[src/hw/rtl/ordered_array_engine_top_defines.svh]
// Assertion helpers used by the engine top module
`ifndef ORDERED_ARRAY_ENGINE_TOP_DEFINES_SVH
`define ORDERED_ARRAY_ENGINE_TOP_DEFINES_SVH

// implication checked at every edge outside reset
`define OAE_ASSERT_IMP(label, ante, cons, msg) \
  label: assert property (@(posedge clk) disable iff (rst) (ante) |-> (cons)) else $error(msg);

// implication checked in the following cycle
`define OAE_ASSERT_NEXT(label, ante, cons, msg) \
  label: assert property (@(posedge clk) disable iff (rst) (ante) |=> (cons)) else $error(msg);

`endif

[src/hw/rtl/oae_pkg.sv]
`timescale 1ns / 1ps
package oae_pkg;
  localparam int Capacity = 64;
  localparam int IdxW = $clog2(Capacity);
  localparam int CntW = IdxW + 1;

  localparam logic [2:0] CMD_INSERT = 3'd0;
  localparam logic [2:0] CMD_REMOVE_AT = 3'd1;
  localparam logic [2:0] CMD_REMOVE_VAL = 3'd2;
  localparam logic [2:0] CMD_READ = 3'd3;
  localparam logic [2:0] CMD_SORT = 3'd4;
  localparam logic [2:0] CMD_LSEARCH = 3'd5;
  localparam logic [2:0] CMD_BSEARCH = 3'd6;
  localparam logic [2:0] CMD_UNUSED = 3'd7;

  localparam logic [1:0] ST_OK = 2'd0;
  localparam logic [1:0] ST_BAD_INDEX = 2'd1;
  localparam logic [1:0] ST_NOT_FOUND = 2'd2;
  localparam logic [1:0] ST_FULL = 2'd3;

  // per-cycle control broadcast to every cell
  typedef enum logic [2:0] {
    OP_HOLD = 3'd0,
    OP_SHIFT_UP = 3'd1,   // cells above pos take left neighbor, pos takes word
    OP_SHIFT_DN = 3'd2,   // cells at or above pos take right neighbor
    OP_SORT_EVEN = 3'd3,  // compare-exchange pairs (2k,2k+1)
    OP_SORT_ODD = 3'd4    // compare-exchange pairs (2k+1,2k+2)
  } cell_op_t;

  typedef struct packed {
    cell_op_t op;
    logic [IdxW-1:0] pos;
    logic [CntW-1:0] used;
    logic signed [31:0] word;
  } cell_ctrl_t;
endpackage

[src/hw/rtl/oae_cell.sv]
`timescale 1ns / 1ps
module oae_cell (
  input  logic clk,
  input  oae_pkg::cell_ctrl_t ctrl,
  input  logic [oae_pkg::IdxW-1:0] my_idx,
  input  logic signed [31:0] left_word,
  input  logic signed [31:0] right_word,
  input  logic pair_odd,      // this cell is the upper member of its pair this phase
  output logic signed [31:0] word,
  output logic match
);
  import oae_pkg::*;

  logic signed [31:0] word_next;
  logic in_range;
  logic partner_ok;
  logic [CntW-1:0] idx_ext;

  assign idx_ext = {1'b0, my_idx};
  assign in_range = idx_ext < ctrl.used;
  assign match = in_range && (word == ctrl.word);

  // compare-exchange partner must also be a live entry
  always_comb begin
    if (pair_odd) partner_ok = in_range && (my_idx != '0);
    else partner_ok = (idx_ext + 1'b1) < ctrl.used;
  end

  always_comb begin
    word_next = word;
    case (ctrl.op)
      OP_SHIFT_UP: begin
        if (my_idx == ctrl.pos) word_next = ctrl.word;
        else if (my_idx > ctrl.pos) word_next = left_word;
      end
      OP_SHIFT_DN: begin
        if (my_idx >= ctrl.pos) word_next = right_word;
      end
      OP_SORT_EVEN, OP_SORT_ODD: begin
        if (partner_ok) begin
          if (pair_odd) begin
            if (word < left_word) word_next = left_word;
          end else begin
            if (right_word < word) word_next = right_word;
          end
        end
      end
      default: word_next = word;
    endcase
  end

  always_ff @(posedge clk) begin
    word <= word_next;
  end
endmodule
[config.mk]
export PLATFORM = sky130hd
export DESIGN_NAME = oae_cell
export DESIGN_NICKNAME = d
export VERILOG_FILES = /design/src/hw/rtl/ordered_array_engine_top_defines.svh /design/src/hw/rtl/oae_pkg.sv /design/src/hw/rtl/oae_cell.sv
export SDC_FILE = /design/constraint.sdc
export NUM_CORES = 1
export LEC_CHECK = 0
export ABC_AREA = 1
export BUFFER_PORTS_ARGS = -buffer_cell sky130_fd_sc_hd__buf_2
export CORE_MARGIN = 3
export CORE_UTILIZATION = 31
export DETAILED_ROUTE_END_ITERATION = 10
export GPL_ROUTABILITY_DRIVEN = 0
export PLACE_DENSITY = 0.57
export SYNTH_ARGS = -nofsm -noshare
export SYNTH_HDL_FRONTEND = slang
export SYNTH_SLANG_ARGS = --single-unit
[constraint.sdc]
create_clock -name clk -period 3.4 [get_ports clk]
set_input_delay 0.68 -clock clk [delete_from_list [all_inputs] [get_ports clk]]
set_output_delay 0.68 -clock clk [all_outputs]
set_load 0.05 [all_outputs]
Word level (Yosys, flattened, before mapping)
Index checks and enable logic that the tools add are counted.

word-level totals
  output and inout bits = 33
  register bits after elaboration = 32
  bits of input ports = 120
  word-level logic and storage cells = 34

cells by class
  add/sub/neg operators = 1
  order comparisons = 6
  eq/ne operators = 11
  reductions and logical operators = 6
  multiplexer cells = 9

operators by type and width
  cell                                                                    number
  32-bit 2-to-1 mux                                                       7
  32-bit case mux with 3 select lines                                     1
  32-bit < comparator                                                     2
  32-bit equality test                                                    1
  3-bit != test (second input constant)                                   3
  6-bit by 1-bit adder with 7-bit output (second input constant)          1
  6-bit by 7-bit < comparator with 1-bit output                           1
  7-bit < comparator                                                      1
  3-bit by 2-bit equality test with 1-bit output (second input constant)  2
  6-bit equality test                                                     1
  6-bit >= comparator                                                     1
  6-bit > comparator                                                      1
  6-bit AND reduction                                                     1
  6-bit nonzero test                                                      1
  2-bit != test (second input constant)                                   2
  3-bit by 1-bit equality test with 1-bit output (second input constant)  1
  3-bit equality test (second input constant)                             1
  3-bit nonzero test                                                      1
  1-bit logical AND                                                       2
  2-bit OR reduction                                                      1
  1-bit 2-to-1 mux                                                        1

Longest topological paths before layout
Gate-level depths: netlist of the first run.

  word-level depth = 5
  gate-level depth with buffers = 16
  mapped depth without buffers = 16

Worst setup path before layout of the first run
No wires, ideal clock.

  path kind = input -> register
  start point = input port my_idx[0] (netlist bit)
  end point = register word[0] (enable)
  cell stages on the path = 10
  data required time = 2.978 ns
  slack = -0.230 ns
  data arrival time = 3.208 ns
  setup time = 0.422 ns
  buffers on the path = 0
  cells stage by stage = ha_1 > nand3_1 > xor2_1 > inv_1 > ha_1 > a21oi_1 > o2111ai_1 > o21ai_1 > a21oi_1 > nor2_1

on the way
  longest elaborated chain between the ends = 5
  elaborated cells on any way between the ends = 13
  those cells by class = add/sub: 1; order compare: 4; eq/ne: 4; mux: 1; reduce/logical: 3

ends and longest elaborated chain
  element                                                               RTL line                        source
  start, declared                                                       oae_cell.sv:5                   input logic [oae_pkg::IdxW-1:0] my_idx,
  6-bit by 1-bit adder with 7-bit output, or another cell as far along  oae_cell.sv:26                  else partner_ok = (idx_ext + 1'b1) < ctrl.used;
  7-bit < comparator or 1-bit logical AND (tied branches)               oae_cell.sv:26, oae_cell.sv:25
  1-bit 2-to-1 mux                                                      oae_cell.sv:25                  if (pair_odd) partner_ok = in_range && (my_idx != '0);
  2-bit != test (no line)                                               -
  6-bit AND reduction (no line) (*)                                     -
  end signal, assigned                                                  oae_cell.sv:53                  word <= word_next;
  end, declared                                                         oae_cell.sv:9                   output logic signed [31:0] word,

Mark *: on every way between the ends. The rest lies on a longest branch, timed or not.
A chain may end at the register's enable or synchronous reset.

Worst setup path after layout of the first run
  start point = register word[19]
  end point = output port match

on the way
  longest elaborated chain between the ends = 2

ends and longest elaborated chain
  element               RTL line        source
  32-bit equality test  oae_cell.sv:21  assign match = in_range && (word == ctrl.word);
  1-bit logical AND     oae_cell.sv:21
  end, declared         oae_cell.sv:10  output logic match

Every way passes these cells.

==> results of run 1 <==
==> area by class of cell <==
class,instances,area (sq um),area share
clock buffer,5,125,0.0211
timing repair buffer,160,858,0.145
tap,184,230,0.0389
sequential,32,961,0.162
inverter,122,458,0.0773
multi-input combinational,505,3250,0.548
clock inverter,3,42.5,0.00718
==> cell usage in the layout, fill, tap and decap left out, drive strengths merged, types with 2 or more instances in the layout <==
| cell | Yosys | layout |
|---|---|---|
| nand2 | 164 | 164 |
| buf | 9 | 160 |
| inv | 122 | 122 |
| ha | 81 | 81 |
| o21ai | 60 | 60 |
| a21oi | 53 | 53 |
| edfxtp | 32 | 32 |
| nand3 | 28 | 28 |
| nor2 | 27 | 27 |
| a221o | 16 | 16 |
| o211ai | 15 | 15 |
| xnor2 | 15 | 15 |
| nand4 | 13 | 13 |
| o2111ai | 7 | 7 |
| xor2 | 6 | 6 |
| nor3 | 6 | 6 |
| o221ai | 5 | 5 |
| clkbuf | 12 | 5 |
| nor4 | 3 | 3 |
| o21a | 2 | 2 |
==> power groups by stage <==
stage | Clock [uW] | Sequential, uW | Combinational (uW)
floorplan | 0 | 653 | 420
global placement | 0 | 547 | 804
detailed placement | 0 | 546 | 806
CTS | 537 | 538 | 810
global route | 554 | 544 | 908
finish | 528 | 538 | 804
==> how the worst max path moves through the flow <==
stage                   endpoint  slack (ps)
5_1_grt                    match         340
6_report                   match         460
3_5_place_dp               match         540
3_3_place_gp               match         520
4_1_cts                    match         450
2_1_floorplan  word[0]$_DFFE_PP_         290
==> worst max-delay path: cells and delay by family (launching register included) <==
kind | cells | cell delay, ps
buf+inv | 2 | 470
flops | 1 | 490
simple gates | 3 | 890
compound gates | 1 | 120
==> metal layers <==
metal | wire (microns) | up-vias | share of wire | track usage
met4 | 40 | 0 | 0.0025 | 0.0177
met1 | 7940 | 2225 | 0.50 | 0.275
met2 | 6910 | 164 | 0.44 | 0.298
met3 | 981 | 2 | 0.062 | 0.0213
li1 | - | 2621 | - | -
met5 | 0 | - | 0 | 0
==> cells by family (layout without fill, tap and decap cells) <==
kind of cell,after synthesis,count (layout)
AND/OR/NAND/NOR,243,243
flip-flops,32,32
adder cells (fa/ha/maj),81,81
AO/OA/AOI/OAI,160,160
XOR/XNOR,21,21
buffers and inverters,143,290
==> through the flow <==
| step | setup slack, ps | total power [uW] | instance area, sq um | hold WS [ps] |
|---|---|---|---|---|
| final | 457 | 1870 | 5920 | 734 |
| after global routing | 341 | 2010 | 5920 | 742 |
| after CTS | 447 | 1890 | 5920 | 731 |
| after detailed placement | 545 | 1350 | 5760 | 1020 |
| after global placement | 516 | 1350 | 5760 | 1020 |
| after floorplan | 288 | 1070 | 4780 | 883 |
==> out/qor.yml, run 1 <==
clock_tree:
  cts.clk_slew.worst_paths_ps: 60
  clock_path_buffers: 2
  cts_resized: 0
  cts.sinks: 32
  h-tree-depth: 2
  post-cts-setup-buffers: 0
  ctsHoldBuffers: 0
  cts_root_buf: "clkbuf_16"
  cts_buffers: 5
  cts_tree: "yes"
  clk-insertion-delay-late_ps: 280
worst_setup_path:
  worstReg2RegEnd: "word[29]$_DFFE_PP_"
  crit_path_end_kind: "output port"
  critical_path_class: "reg -> out"
  worst-path-max-fanout: 4
  rrSetupSlack_ps: 890
  start_kind: "register"
  worst_path_max_delay_cell: "edfxtp_1"
  arrival_ps: 2260
  required_ps: 2720
  worstPathCellList: "inv_1 -> o2111ai_1 -> nor4_1 -> nand4_1 -> nor2_1 -> buf_2"
  slowest_delay_ps: 490
  reg2regPathDepth: 13
  crit_path_start: "word[19]$_DFFE_PP_"
  r2r-start: "word[21]$_DFFE_PP_"
yosys:
  yosysTopAreaCell: "ha_1"
  syn_inst: 680
  synth_xor_area_frac: 0.0385
  async_flop_share: 0
  synth_cell_type_count: 34
  synth_area_sq_um: 4780
  yosys.area_share.adder: 0.212
  synth_edf_count: 32
  ys_ff_latch: 32
  synth-simple-area-share: 0.217
  synth_mux_area_frac: 0
  synth_top_family_by_area: "simple AND/OR/NAND/NOR gates"
  syn-num-nets: 881
  synth_common_cells: "nand2_1 (163), inv_1 (109), ha_1 (81)"
  ys_seq_area_frac: 0.201
  synth_top_area_share: 0.212
  synth_area_leaders: "ha_1 (21%), edfxtp_1 (20%), nand2_1 (13%)"
  synth_compound_area_frac: 0.212
  synth-main-ff-cell: "edfxtp_1"
  syn_area_per_cell_sq_um: 7.03
  yosysMostFrequentCell: "nand2_1"
  ys_warn_count: 0
power:
  clkPwrFrac: 0.283
  power_frac_seq: 0.288
  power.internal_uw: 1130
  p_switching_uw: 742
  p_comb_frac: 0.430
  switching_share: 0.397
  irDropWorstVdd_v: 0.000230
  power_density_nw_per_um2: 316
  leakagePower_uw: 0.00310
global_routing:
  grt-ovfl-total: 0
  grt_pass1_wl_mm: 24.7
  grt_max_degree: 36
  antenna_found_initial: 0
  grt_use_total: 0.185
  grt_pass1_vias: 4797
floorplan:
  core_sq_um: 14800
  io_pins: 153
  fp.dieW_microns: 130
  die_h_microns: 130
  dieArea_sq_um: 16900
  floorplan.initialDensity: 0.323
  num_rows: 44
hold_path:
  hold_path_end: "word[26]$_DFFE_PP_"
  hold_depth: 2
  min_from: "right_word[26]"
  hp-class: "in -> reg"
finish:
  antenna_cells: 0
  drive_gt1_frac: 0.238
  n_fill_cell: 1620
  largest_reg_flops: 32
  regMostFlops: "word"
  fin_cells: 1011
  postLayoutCoreUtil: 0.400
  final_nets: 1027
  largestRegisters: "word (32)"
  syn2layout_area_growth_pct: 24.0
detailed_routing:
  vias: 5012
  drcViolationCount: 0
  wirelength_mm: 15.9
  first_pass_iters: 5
  vias_per_cell: 4.96
  dr.first_iter.drc_count: 259
  ant_nets: 0
  avgRoutedWirePerCell_microns: 15.7
place:
  port_buffers: 152
  dp_cells: 1003
  dp_hpwl_mm: 12.8
timing:
  rsz0062_at_grt: "false"
  hold_violations: 0
  post-route-period-util: 0.866
  period_needed_ps: 2940
  slew_headroom: 0.600
  tightest_slew_ps: 599
  finalSetupViolCount: 0
  skew_ps: 8.06
  max_freq_ghz: 0.340
  tns_ps: 0
  finalMaxSlewViolations: 0
flow_run:
  drv_cap: 0
status:
  status: "complete, no violations"
(Power assumes the default switching activity.)
==> run 2, diff against run 1 <==
CORE_UTILIZATION = 48   (was 31)
PLACE_DENSITY = 0.81   (was 0.57)
==> run 2 against run 1 <==
Design area down 3.0%. Fmax up 4.9%. Final cell count down 5.2%. Power down 13%. Worst hold slack worse by 9.9 ps. Sequential cell count unchanged. Combinational power about the same. Die area down 34%. Utilization up 21 points. Via count up 1.7%. Clock power down 46%. Routed wire length down 10%.
==> out/qor.yml, run 2 (synthesized netlist as in run 1, its figures left out) <==
finish:
  regMostFlops: "word"  # unchanged
  multi_input_area_sq_um: 3250  # unchanged
  drive_gt1_frac: 0.238  # about the same
  mostFrequentLayoutCell: "nand2_1"  # unchanged
  seqCellArea_sq_um: 961  # unchanged
  layout_common_cells: "nand2_1 (163), buf_2 (152), inv_1 (109)"  # unchanged
  largest_reg_flops: 32  # unchanged
  n_fill_cell: 922  # was 1620
  largestRegisters: "word (32)"  # unchanged
  syn2layout_area_growth_pct: 20.2  # was 24.0%
  final_nets: 1029  # was 1027
hold_path:
  hp-class: "in -> reg"  # unchanged
  hold_depth: 3  # was 2
worst_setup_path:
  required_ps: 2720  # about the same
  critical_path_class: "in -> out"  # was reg -> out
  worst_path_max_delay_cell: "xnor2_1"  # was edfxtp_1
  worstPathCellList: "buf_2 -> xnor2_1 -> o221ai_1 -> nor4_1 -> nand4_1 -> nor2_1 -> buf_2"  # was inv_1 -> o2111ai_1 -> nor4_1 -> nand4_1 -> nor2_1 -> buf_2
  slowest_delay_ps: 330  # was 490 ps
  crit_path_end_kind: "output port"  # unchanged
  arrival_ps: 2130  # was 2260 ps
  reg2regPathDepth: 13  # unchanged
  start_kind: "input port"  # was register
  worst-path-max-fanout: 2  # was 4
  critPathMostFrequentCell: "buf_2"
detailed_routing:
  drcViolationCount: 0  # unchanged
  vias_per_cell: 5.32  # was 4.96
  first_pass_iters: 5  # unchanged
  vias: 5096  # was 5012
  ant_nets: 0  # unchanged
  dr.first_iter.drc_count: 279  # was 259
  wirelength_mm: 14.2  # was 15.9 mm
  avgRoutedWirePerCell_microns: 14.8  # was 15.7 microns
power:
  power.internal_uw: 922  # was 1130 uW
  irDropWorstVdd_v: 0.000145  # was 0.000230 V
  power_density_nw_per_um2: 283  # was 316 nW/um^2
  p_switching_uw: 701  # was 742 uW
  switching_share: 0.432  # was 0.397
  clkPwrFrac: 0.176  # was 0.283
  power_frac_seq: 0.330  # was 0.288
  p_total_uw: 1620  # was 1870 uW
  p_comb_frac: 0.494  # was 0.430
  leakagePower_uw: 0.00306  # was 0.00310 uW
timing:
  post-route-period-util: 0.825  # was 0.866
  finalSetupViolCount: 0  # unchanged
  slew_headroom: 0.554  # was 0.600
  hold_violations: 0  # unchanged
  skew_ps: 7.16  # was 8.06 ps
  layout_setup_ws_ps: 594  # was 457 ps
  period_needed_ps: 2810  # was 2940 ps
  tightest_slew_ps: 667  # was 599 ps
  rsz0062_at_grt: "false"  # unchanged
  max_freq_ghz: 0.356  # was 0.340 GHz
  tns_ps: 0  # unchanged
  finalMaxSlewViolations: 0  # unchanged
status:
  status: "complete, no violations"  # unchanged
clock_tree:
  cts_tree: "yes"  # unchanged
  clk-insertion-delay-late_ps: 290  # was 280 ps
  cts.sinks: 32  # unchanged
  cts_buffers: 5  # unchanged
  cts_resized: 0  # unchanged
  h-tree-depth: 2  # unchanged
  clock_path_buffers: 2  # unchanged
  cts_root_buf: "clkbuf_8"  # was clkbuf_16
  post-cts-setup-buffers: 0  # unchanged
  ctsHoldBuffers: 0  # unchanged
  cts.clk_slew.worst_paths_ps: 70  # was 60 ps
global_routing:
  grt_max_degree: 34  # was 36
  grt_use_met1: 0.338  # was 0.275
  met2_usage: 0.400  # was 0.298
  antenna_found_initial: 0  # unchanged
  grt_use_total: 0.249  # was 0.185
  grt-ovfl-total: 0  # unchanged
  grt_pass1_wl_mm: 22.7  # was 24.7 mm
  grt_util_met3: 0.0563  # was 0.0213
  busiest_layer: "met2"  # unchanged
  grt_pass1_vias: 4795  # was 4797
flow_run:
  drv_cap: 0  # unchanged
floorplan:
  die_h_microns: 106  # was 130 microns
  core_sq_um: 9460  # was 14800 sq um
  dieArea_sq_um: 11200  # was 16900 sq um
  num_rows: 35  # was 44
  floorplan.initialDensity: 0.505  # was 0.323
  io_pins: 153  # unchanged
  fp.dieW_microns: 106  # was 130 microns
place:
  place_worst_setup_slack_ps: 491  # was 545 ps
  port_buffers: 152  # unchanged
  dp_hpwl_mm: 11.6  # was 12.8 mm
[run 2: cell count changes in the layout (fill, tap and decap cells not counted)]
cell / change
clkinvlp_4: -1
clkbuf_1: +1
bufinv_16: -1
clkbuf_16: -5
clkbuf_8: +5
diode_2: +1
buf_12: -3
buf_4: +5
[run 2: final timing paths]
path	start	slack [ps]	to
setup / recovery	ctrl[23]	590	match
hold / removal	right_word[19]	720	word[19]$_DFFE_PP_
setup reg to reg	word[25]$_DFFE_PP_	880	word[5]$_DFFE_PP_
hold reg to reg	word[31]$_DFFE_PP_	1320	word[16]$_DFFE_PP_
[run 2: power groups by stage]
stage	logic, uW	clock network [uW]	registers (uW)
final	801	286	536
after global routing	896	306	541
after CTS	798	290	535
after detailed placement	793	0	543
after global placement	780	0	543
after floorplan	420	0	653
[run 2: area by class of cell]
| class | instances | area share |
|---|---|---|
| Clock inverter | 1 | 0.000871 |
| Multi-Input combinational cell | 505 | 0.565 |
| Sequential cell | 32 | 0.167 |
| Timing Repair Buffer | 162 | 0.146 |
| Tap cell | 129 | 0.0281 |
| Clock buffer | 6 | 0.0126 |
| Inverter | 122 | 0.0797 |
| Antenna cell | 1 | 0.000436 |
[run 2: through the flow]
step	hold WS, ps	utilization	instances	cell area, sq um
2_1_floorplan	883	-	680	4780
4_1_cts	718	0.607	957	5740
3_3_place_gp	1010	0.599	950	5660
5_1_grt	731	0.607	957	5740
6_report	724	0.607	958	5740
3_5_place_dp	1020	0.599	950	5660
[run 2: routing by layer]
metal / vias up / share of wire
met5: - / 0
met4: 0 / 0.016
met3: 18 / 0.10
met2: 240 / 0.44
met1: 2223 / 0.44
li1: 2615 / -
[run 2: critical path, delay by kind of cell]
kind	cells	cell delay, ps
AND/OR/NAND/NOR	3	530
buffers and inverters	2	380
XOR/XNOR	1	330
AO/OA/AOI/OAI	1	200
